## src/kcsg_pkg.sv

```systemverilog
// ----------------------------------------------------------------------------
// kcsg_pkg
// Shared types and constants of the Koch curve segment generator.
// ----------------------------------------------------------------------------
package kcsg_pkg;

    localparam int COORD_BITS  = 16;
    localparam int MAX_ORDER   = 7;
    localparam int ORDER_BITS  = 3;
    localparam int IDX_BITS    = 2 * (MAX_ORDER + 1);
    localparam int SUM_BITS    = COORD_BITS + 2;
    localparam int MUL_BITS    = SUM_BITS;
    localparam int ACC_BITS    = 2 * MUL_BITS;
    localparam int Q_BITS      = 16;
    localparam int RECIP_SHIFT = COORD_BITS + 2;
    localparam int ADDR_BITS   = 5;
    localparam int DATA_BITS   = 32;

    localparam logic signed [MUL_BITS-1:0] RECIP3    = MUL_BITS'(((1 << RECIP_SHIFT) + 2) / 3);
    localparam logic signed [MUL_BITS-1:0] COS_Q16   = MUL_BITS'(32798);
    localparam logic signed [MUL_BITS-1:0] SIN_Q16   = MUL_BITS'(56738);
    localparam logic signed [MUL_BITS-1:0] NSIN_Q16  = -SIN_Q16;
    localparam logic signed [ACC_BITS-1:0] ROT_BIAS  = ACC_BITS'((1 << Q_BITS) - 1);
    localparam logic signed [ACC_BITS-1:0] COORD_MAX = ACC_BITS'((1 << (COORD_BITS - 1)) - 1);
    localparam logic signed [ACC_BITS-1:0] COORD_MIN = -COORD_MAX - ACC_BITS'(1);

    localparam logic [2:0] REG_START_X = 3'd0;
    localparam logic [2:0] REG_START_Y = 3'd1;
    localparam logic [2:0] REG_END_X   = 3'd2;
    localparam logic [2:0] REG_END_Y   = 3'd3;
    localparam logic [2:0] REG_ORDER   = 3'd4;

    localparam logic [1:0] DIG_HEAD = 2'd0;
    localparam logic [1:0] DIG_RISE = 2'd1;
    localparam logic [1:0] DIG_FALL = 2'd2;
    localparam logic [1:0] DIG_TAIL = 2'd3;

    typedef logic signed [COORD_BITS-1:0] coord_t;

    typedef enum logic [3:0] {
        ST_IDLE,
        ST_DAX,
        ST_DAY,
        ST_DBX,
        ST_DBY,
        ST_C0,
        ST_C1,
        ST_C2,
        ST_C3,
        ST_LVL,
        ST_DONE
    } kcsg_state_t;

endpackage

```

## src/koch_curve_segment_generator_unit.sv

```systemverilog
// ----------------------------------------------------------------------------
// koch_curve_segment_generator_unit
// Emits the segments of a Koch curve in drawing order, one per input item.
//
//   channel | direction | handshake          | payload
//   --------+-----------+--------------------+-------------------------------
//   in      | in        | in_valid/in_ready  | restart
//   out     | out       | out_valid/out_ready| seg_x0 seg_y0 seg_x1 seg_y1
//           |           |                    | last_segment
//   cfg     | in        | APB, pready high   | start/end points, curve_order
//
// An item walks curve_order+1 levels through one shared multiply-accumulate
// unit: the thirds on every level, and the apex as well where the digit
// picks a rising or falling side, between an accept and a hand-off state.
// in_ready is low while an item is in work. A finished item waits in the
// output register; a stalled output holds the unit in its final state.
// Reset clears control and config registers and restarts the curve.
// ----------------------------------------------------------------------------
module koch_curve_segment_generator_unit
    import kcsg_pkg::*;
(
    input  logic                 clk,
    input  logic                 rst_n,
    input  logic                 psel,
    input  logic                 penable,
    input  logic                 pwrite,
    input  logic [ADDR_BITS-1:0] paddr,
    input  logic [DATA_BITS-1:0] pwdata,
    output logic [DATA_BITS-1:0] prdata,
    output logic                 pready,
    input  logic                 in_valid,
    output logic                 in_ready,
    input  logic                 restart,
    output logic                 out_valid,
    input  logic                 out_ready,
    output coord_t               seg_x0,
    output coord_t               seg_y0,
    output coord_t               seg_x1,
    output coord_t               seg_y1,
    output logic                 last_segment
);

    kcsg_state_t state_reg, state_next;

    coord_t                start_x_reg, start_y_reg, end_x_reg, end_y_reg;
    logic [ORDER_BITS-1:0] order_reg;
    logic [IDX_BITS-1:0]   path_digits_reg, path_digits_next;
    logic                  path_valid_reg, path_valid_next;
    logic [IDX_BITS-1:0]   dig_reg, dig_next;
    logic [ORDER_BITS-1:0] lvl_reg, lvl_next;
    logic                  last_reg, last_next;
    logic                  out_valid_reg, out_valid_next;

    coord_t sx0_reg, sy0_reg, sx1_reg, sy1_reg;
    coord_t ax_reg, ay_reg, bx_reg, by_reg, cx_reg;
    coord_t out_x0_reg, out_y0_reg, out_x1_reg, out_y1_reg;
    logic   out_last_reg;
    logic   div_neg_reg;
    logic signed [ACC_BITS-1:0] acc_reg, acc_next;

    logic                  cfg_wr;
    logic [2:0]            cfg_idx;
    logic [ORDER_BITS-1:0] n_eff;
    logic [IDX_BITS-1:0]   last_mask;
    logic [IDX_BITS-1:0]   idx_start;
    logic                  accept;
    logic                  emit;
    logic [1:0]            digit;
    logic                  need_c;

    coord_t                     div_p, div_q;
    logic signed [SUM_BITS-1:0] div_sum, div_mag;
    logic signed [SUM_BITS-1:0] dx, dy;
    logic signed [MUL_BITS-1:0] mul_a, mul_b;
    logic signed [ACC_BITS-1:0] mul_base, prod;
    logic                       mul_en;

    logic [COORD_BITS:0]          q_mag;
    logic signed [COORD_BITS+1:0] q_wide;
    coord_t                       div_res;
    logic signed [ACC_BITS-1:0]   rot_tmp, rot_sh;
    coord_t                       rot_res;

    assign pready  = 1'b1;
    assign cfg_wr  = psel & penable & pwrite;
    assign cfg_idx = paddr[ADDR_BITS-1:2];

    always_comb
    begin
        case (cfg_idx)
            REG_START_X: prdata = DATA_BITS'($unsigned(start_x_reg));
            REG_START_Y: prdata = DATA_BITS'($unsigned(start_y_reg));
            REG_END_X:   prdata = DATA_BITS'($unsigned(end_x_reg));
            REG_END_Y:   prdata = DATA_BITS'($unsigned(end_y_reg));
            REG_ORDER:   prdata = DATA_BITS'(order_reg);
            default:     prdata = '0;
        endcase
    end

    assign n_eff = (order_reg > ORDER_BITS'(MAX_ORDER)) ? ORDER_BITS'(MAX_ORDER) : order_reg;

    always_comb
    begin
        for (int i = 0; i < IDX_BITS; i++)
        begin
            last_mask[i] = (i < (2 * int'(n_eff) + 2));
        end
    end

    assign idx_start = (restart || !path_valid_reg) ? '0 : (path_digits_reg & last_mask);
    assign in_ready  = (state_reg == ST_IDLE);
    assign accept    = in_valid & in_ready;
    assign emit      = (state_reg == ST_DONE) && (!out_valid_reg || out_ready);
    assign digit     = dig_reg[IDX_BITS-1 -: 2];
    assign need_c    = (digit == DIG_RISE) || (digit == DIG_FALL);

    // shared multiply-accumulate: thirds by reciprocal, apex by rotation
    always_comb
    begin
        case (state_reg)
            ST_DAX:  begin div_p = sx0_reg; div_q = sx1_reg; end
            ST_DAY:  begin div_p = sy0_reg; div_q = sy1_reg; end
            ST_DBX:  begin div_p = sx1_reg; div_q = sx0_reg; end
            default: begin div_p = sy1_reg; div_q = sy0_reg; end
        endcase
    end

    assign div_sum = (SUM_BITS'(div_p) <<< 1) + SUM_BITS'(div_q);
    assign div_mag = div_sum[SUM_BITS-1] ? -div_sum : div_sum;
    assign dx      = SUM_BITS'(bx_reg) - SUM_BITS'(ax_reg);
    assign dy      = SUM_BITS'(by_reg) - SUM_BITS'(ay_reg);

    always_comb
    begin
        mul_en   = 1'b1;
        mul_a    = div_mag;
        mul_b    = RECIP3;
        mul_base = '0;
        case (state_reg)
            ST_DAX, ST_DAY, ST_DBX, ST_DBY:
            begin
                mul_a = div_mag;
            end
            ST_C0:
            begin
                mul_a    = dx;
                mul_b    = COS_Q16;
                mul_base = ACC_BITS'(ax_reg) <<< Q_BITS;
            end
            ST_C1:
            begin
                mul_a    = dy;
                mul_b    = SIN_Q16;
                mul_base = acc_reg;
            end
            ST_C2:
            begin
                mul_a    = dx;
                mul_b    = NSIN_Q16;
                mul_base = ACC_BITS'(ay_reg) <<< Q_BITS;
            end
            ST_C3:
            begin
                mul_a    = dy;
                mul_b    = COS_Q16;
                mul_base = acc_reg;
            end
            default:
            begin
                mul_en = 1'b0;
            end
        endcase
    end

    assign prod     = mul_a * mul_b;
    assign acc_next = mul_en ? (mul_base + prod) : acc_reg;

    assign q_mag   = acc_reg[RECIP_SHIFT +: COORD_BITS+1];
    assign q_wide  = div_neg_reg ? -$signed({1'b0, q_mag}) : $signed({1'b0, q_mag});
    assign div_res = q_wide[COORD_BITS-1:0];

    assign rot_tmp = acc_reg + (acc_reg[ACC_BITS-1] ? ROT_BIAS : '0);
    assign rot_sh  = rot_tmp >>> Q_BITS;

    always_comb
    begin
        if (rot_sh > COORD_MAX)
        begin
            rot_res = COORD_MAX[COORD_BITS-1:0];
        end
        else if (rot_sh < COORD_MIN)
        begin
            rot_res = COORD_MIN[COORD_BITS-1:0];
        end
        else
        begin
            rot_res = rot_sh[COORD_BITS-1:0];
        end
    end

    // sequencer
    always_comb
    begin
        state_next       = state_reg;
        path_digits_next = path_digits_reg;
        path_valid_next  = path_valid_reg;
        dig_next         = dig_reg;
        lvl_next         = lvl_reg;
        last_next        = last_reg;
        out_valid_next   = out_valid_reg & ~out_ready;
        case (state_reg)
            ST_IDLE:
            begin
                if (accept)
                begin
                    state_next       = ST_DAX;
                    lvl_next         = n_eff;
                    dig_next         = idx_start << (2 * (MAX_ORDER - int'(n_eff)));
                    last_next        = (idx_start == last_mask);
                    path_digits_next = (idx_start == last_mask) ? '0 : idx_start + 1'b1;
                    path_valid_next  = 1'b1;
                end
            end
            ST_DAX: state_next = ST_DAY;
            ST_DAY: state_next = ST_DBX;
            ST_DBX: state_next = ST_DBY;
            ST_DBY: state_next = need_c ? ST_C0 : ST_LVL;
            ST_C0:  state_next = ST_C1;
            ST_C1:  state_next = ST_C2;
            ST_C2:  state_next = ST_C3;
            ST_C3:  state_next = ST_LVL;
            ST_LVL:
            begin
                if (lvl_reg == '0)
                begin
                    state_next = ST_DONE;
                end
                else
                begin
                    state_next = ST_DAX;
                    lvl_next   = lvl_reg - 1'b1;
                    dig_next   = dig_reg << 2;
                end
            end
            ST_DONE:
            begin
                if (emit)
                begin
                    state_next     = ST_IDLE;
                    out_valid_next = 1'b1;
                end
            end
            default: state_next = ST_IDLE;
        endcase
        if (cfg_wr && (cfg_idx <= REG_ORDER))
        begin
            path_valid_next = 1'b0;
        end
    end

    always_ff @(posedge clk or negedge rst_n)
    begin
        if (!rst_n)
        begin
            state_reg       <= ST_IDLE;
            path_digits_reg <= '0;
            path_valid_reg  <= 1'b0;
            dig_reg         <= '0;
            lvl_reg         <= '0;
            last_reg        <= 1'b0;
            out_valid_reg   <= 1'b0;
            start_x_reg     <= '0;
            start_y_reg     <= '0;
            end_x_reg       <= '0;
            end_y_reg       <= '0;
            order_reg       <= '0;
        end
        else
        begin
            state_reg       <= state_next;
            path_digits_reg <= path_digits_next;
            path_valid_reg  <= path_valid_next;
            dig_reg         <= dig_next;
            lvl_reg         <= lvl_next;
            last_reg        <= last_next;
            out_valid_reg   <= out_valid_next;
            if (cfg_wr)
            begin
                case (cfg_idx)
                    REG_START_X: start_x_reg <= pwdata[COORD_BITS-1:0];
                    REG_START_Y: start_y_reg <= pwdata[COORD_BITS-1:0];
                    REG_END_X:   end_x_reg   <= pwdata[COORD_BITS-1:0];
                    REG_END_Y:   end_y_reg   <= pwdata[COORD_BITS-1:0];
                    REG_ORDER:   order_reg   <= pwdata[ORDER_BITS-1:0];
                    default:     ;
                endcase
            end
        end
    end

    // datapath
    always_ff @(posedge clk)
    begin
        acc_reg <= acc_next;
        case (state_reg)
            ST_IDLE:
            begin
                sx0_reg <= start_x_reg;
                sy0_reg <= start_y_reg;
                sx1_reg <= end_x_reg;
                sy1_reg <= end_y_reg;
            end
            ST_DAX: div_neg_reg <= div_sum[SUM_BITS-1];
            ST_DAY:
            begin
                div_neg_reg <= div_sum[SUM_BITS-1];
                ax_reg      <= div_res;
            end
            ST_DBX:
            begin
                div_neg_reg <= div_sum[SUM_BITS-1];
                ay_reg      <= div_res;
            end
            ST_DBY:
            begin
                div_neg_reg <= div_sum[SUM_BITS-1];
                bx_reg      <= div_res;
            end
            ST_C0: by_reg <= div_res;
            ST_C2: cx_reg <= rot_res;
            ST_LVL:
            begin
                case (digit)
                    DIG_HEAD:
                    begin
                        sx1_reg <= ax_reg;
                        sy1_reg <= ay_reg;
                    end
                    DIG_RISE:
                    begin
                        sx0_reg <= ax_reg;
                        sy0_reg <= ay_reg;
                        sx1_reg <= cx_reg;
                        sy1_reg <= rot_res;
                    end
                    DIG_FALL:
                    begin
                        sx0_reg <= cx_reg;
                        sy0_reg <= rot_res;
                        sx1_reg <= bx_reg;
                        sy1_reg <= by_reg;
                    end
                    default:
                    begin
                        sx0_reg <= bx_reg;
                        sy0_reg <= div_res;
                    end
                endcase
            end
            default: ;
        endcase
        if (emit)
        begin
            out_x0_reg   <= sx0_reg;
            out_y0_reg   <= sy0_reg;
            out_x1_reg   <= sx1_reg;
            out_y1_reg   <= sy1_reg;
            out_last_reg <= last_reg;
        end
    end

    assign out_valid    = out_valid_reg;
    assign seg_x0       = out_x0_reg;
    assign seg_y0       = out_y0_reg;
    assign seg_x1       = out_x1_reg;
    assign seg_y1       = out_y1_reg;
    assign last_segment = out_last_reg;

endmodule

```

## config.mk

```make
export PLATFORM = sky130hd
export DESIGN_NAME = koch_curve_segment_generator_unit
export DESIGN_NICKNAME = d
export VERILOG_FILES = /design/src/kcsg_pkg.sv /design/src/koch_curve_segment_generator_unit.sv
export SDC_FILE = /design/constraint.sdc
export NUM_CORES = 2
export LEC_CHECK = 0
export BUFFER_PORTS_ARGS = -buffer_cell sky130_fd_sc_hd__buf_2
export CORE_MARGIN = 4
export CORE_UTILIZATION = 45
export DETAILED_ROUTE_END_ITERATION = 7
export HOLD_SLACK_MARGIN = 0.1
export MAX_ROUTING_LAYER = met4
export SETUP_SLACK_MARGIN = 0.1
export SLEW_MARGIN = 20
export SYNTH_ARGS = -nofsm -noshare
export SYNTH_HDL_FRONTEND = slang
export SYNTH_SLANG_ARGS = --single-unit
```

## constraint.sdc

```tcl
create_clock -name clk -period 11.39 [get_ports clk]
set_input_delay 1.139 -clock clk [delete_from_list [all_inputs] [get_ports clk]]
set_output_delay 1.139 -clock clk [all_outputs]
set_load 0.005 [all_outputs]
```

==> impl_metrics.py <==
metrics = {
    "outcome": {
        "status": "finished, violations left",
        "violations": "DRC",
    },
    "worst_setup_path": {
        "crit_top_cell": "fa_1",
        "worst-path-max-fanout": 13,
        "cp_slowest_cell": "dfrtp_4",
        "reg2reg_to": "acc_reg[32]",
        "critPathLaunchType": "flip-flop",
        "reg2reg_slack_ns": 0.56,
        "arrival_ns": 11.17,
        "crit_buf_inv": 8,
        "crit_path_max_incr_delay_ns": 0.55,
        "crit_required_ns": 11.73,
        "r2r_cells": 39,
        "cp_top_family": "compound AO/OA/AOI/OAI gates",
        "r2r_start": "state_reg[1]",
        "endpoint_kind": "flip-flop",
        "path_class": "reg -> reg",
    },
    "sta": {
        "slew_headroom": 0.221,
        "final_max_slew_viol_count": 0,
        "finalSetupViolCount": 0,
        "finClkSkew_ns": 0.0504,
        "post-route-period-util": 0.951,
        "hold_ws_ns": 0.472,
        "period_minus_slack_ns": 10.83,
        "hold_viol": 0,
        "tightest_slew_ns": 1.16,
        "fin_tns_setup_ns": 0,
        "rsz0062_at_grt": "false",
        "fmax_ghz": 0.0923,
    },
    "final_layout": {
        "final_cell_mix": "449 x inv_1, 337 x fa_1, 277 x nand2_1",
        "final_common_cell": "inv_1",
        "synthToLayoutAreaGrowth_pct": 9.89,
        "largest_reg_flops": 36,
        "stdcell_count": 4371,
        "drive_above_1_share": 0.125,
        "nets": 3959,
    },
    "placed_design": {
        "dpl.hpwl_mm": 78.4,
        "dp.cells": 4285,
        "routabilityCongestion": 0.945,
        "port_buffers": 109,
    },
    "clock_tree": {
        "cts_tree": "built",
        "numCtsBuffers": 44,
        "cts_sinks": 355,
        "clock_latency_ns": 0.63,
        "cts_hold_buf": 0,
        "path_clk_slew_ns": 0.06,
        "ctsLongestPathBuffers": 3,
        "cts_root_buf": "clkbuf_16",
        "cts.htree.levels": 2,
    },
    "die": {
        "ios": 145,
        "core_mm2": 0.0730,
        "initial_core_util": 0.454,
        "die_y_um": 279,
        "die_w_um": 279,
        "rows": 99,
        "dieArea_mm2": 0.0780,
    },
    "synthesis": {
        "syn_area_mm2": 0.0331,
        "yosys_warnings": 0,
        "synth_edf_count": 246,
        "synthArstFlopShare": 0.307,
        "synth-compound-area-share": 0.144,
        "yosys.area_share.xor_xnor": 0.0350,
        "yosys.area_share.simple": 0.111,
        "syn_avg_cell_area_um2": 10.0,
        "synthCells": 3304,
        "synthAdderAreaFrac": 0.281,
        "synth_top_family_by_area": "adder cells",
        "yosys.cell_types.count": 96,
        "ys_seq_area_frac": 0.305,
        "muxShareOfSynthArea": 0.0488,
        "synthFlopType": "edfxtp_1",
        "ys_seq_elements": 355,
    },
    "drt": {
        "drc": 2,
        "dr.pass1.iters": 8,
        "vias": 25100,
        "drtIter0Drc": 2619,
        "wl_mm": 98.1,
        "wl_per_cell_um": 22.4,
        "ant_nets": 0,
        "vias_per_cell": 5.74,
    },
    "hold_path": {
        "hp-start": "sx0_reg[5]",
        "whs_endpoint": "seg_x0[5]",
        "hold_class": "reg -> reg",
        "worst_hold_path.num_cells": 0,
    },
    "global_route": {
        "grt_first_pass_wirelength_mm": 150,
        "antenna_found_initial": 3,
        "grt_pass1_vias": 24200,
        "grt_util_all_layers": 0.258,
        "grt-ovfl-total": 0,
        "grt_start_max_net_pins": 87,
    },
    "flow_run": {
        "drv_cap": 0,
    },
}
-- synth_stat cells (16+ instances only) --
| cell type | number | area (um^2) |
|---|---|---|
| o21a_1 | 30 | 225 |
| nand4_1 | 17 | 106 |
| a22oi_1 | 68 | 510 |
| buf_2 | 16 | 80.1 |
| edfxtp_1 | 246 | 7390 |
| xnor2_1 | 85 | 744 |
| ha_1 | 204 | 2550 |
| a2bb2oi_1 | 19 | 166 |
| mux2i_1 | 21 | 210 |
| nor2_1 | 189 | 709 |
| or3_1 | 28 | 175 |
| nor3_1 | 35 | 175 |
| nand2_1 | 278 | 1040 |
| buf_4 | 19 | 143 |
| inv_1 | 449 | 1690 |
| fa_1 | 337 | 6750 |
| nand2b_1 | 18 | 113 |
| a21o_1 | 40 | 300 |
| o21ai_0 | 234 | 1170 |
| dfrtp_1 | 109 | 2730 |
| a31oi_1 | 41 | 257 |
| nor2b_1 | 58 | 363 |
| xor2_1 | 45 | 394 |
| mux2_2 | 95 | 1070 |
| nand3_1 | 49 | 245 |
| and2_1 | 33 | 206 |
| a21oi_1 | 133 | 666 |
| o31ai_1 | 16 | 120 |
| clkbuf_1 | 131 | 492 |
-- per-stage QoR --
step	utilization	cell area [um^2]	worst slack, ns
5_1_grt	0.499	36400	0.105
3_3_place_gp	0.477	34800	0.281
4_1_cts	0.498	36300	0.123
6_report	0.499	36400	0.557
2_1_floorplan	-	33200	0.745
3_5_place_dp	0.477	34800	0.179
-- how the worst max path moves through the flow --
stage	startpoint	endpoint	cells past startpoint
finish	state_reg[1]	acc_reg[32]	39
global route	state_reg[1]	acc_reg[32]	35
CTS	state_reg[2]	acc_reg[32]	35
detailed placement	state_reg[2]	acc_reg[32]	35
global placement	state_reg[2]	acc_reg[32]	35
floorplan	state_reg[1]	acc_reg[32]	42
-- routing by layer --
| layer | global-route usage | vias to the layer above | wire length [um] |
|---|---|---|---|
| met1 | 0.370 | 12600 | 43400 |
| met3 | 0.0426 | 114 | 7560 |
| met2 | 0.391 | 941 | 44900 |
| met4 | 0.0541 | 0 | 2260 |
| met5 | - | - | 0 |
| li1 | - | 11500 | - |
-- cells by family after synthesis --
family                     Yosys count
AOI/OAI and AO/OA                  736
muxes                              131
xor gates and xnor gates           131
other                                2
and+or+nand+nor                    777
buffers and inverters              631
DFF                                355
adders and majority gates          541
-- repair_timing --
item	CTS	global route
resized for setup	0	13
endpoints found under the setup margin	0	8
endpoints found under the hold margin	0	0
buffers inserted	0	1
-- final cells by class --
| type | instances | area (um^2) |
|---|---|---|
| diodes | 4 | 10.0 |
| flip-flops and latches | 355 | 10100 |
| repair buffers | 186 | 1130 |
| multi-input cells | 2333 | 20700 |
| clock inverters | 22 | 298 |
| well taps | 959 | 1200 |
| fillers | 6703 | 36600 |
| inverters | 453 | 1700 |
| clock buffers | 59 | 1200 |
Power is left out: the tool's default activity adds up to more than one toggle a clock period on the data nets, which glitch-free logic cannot reach.
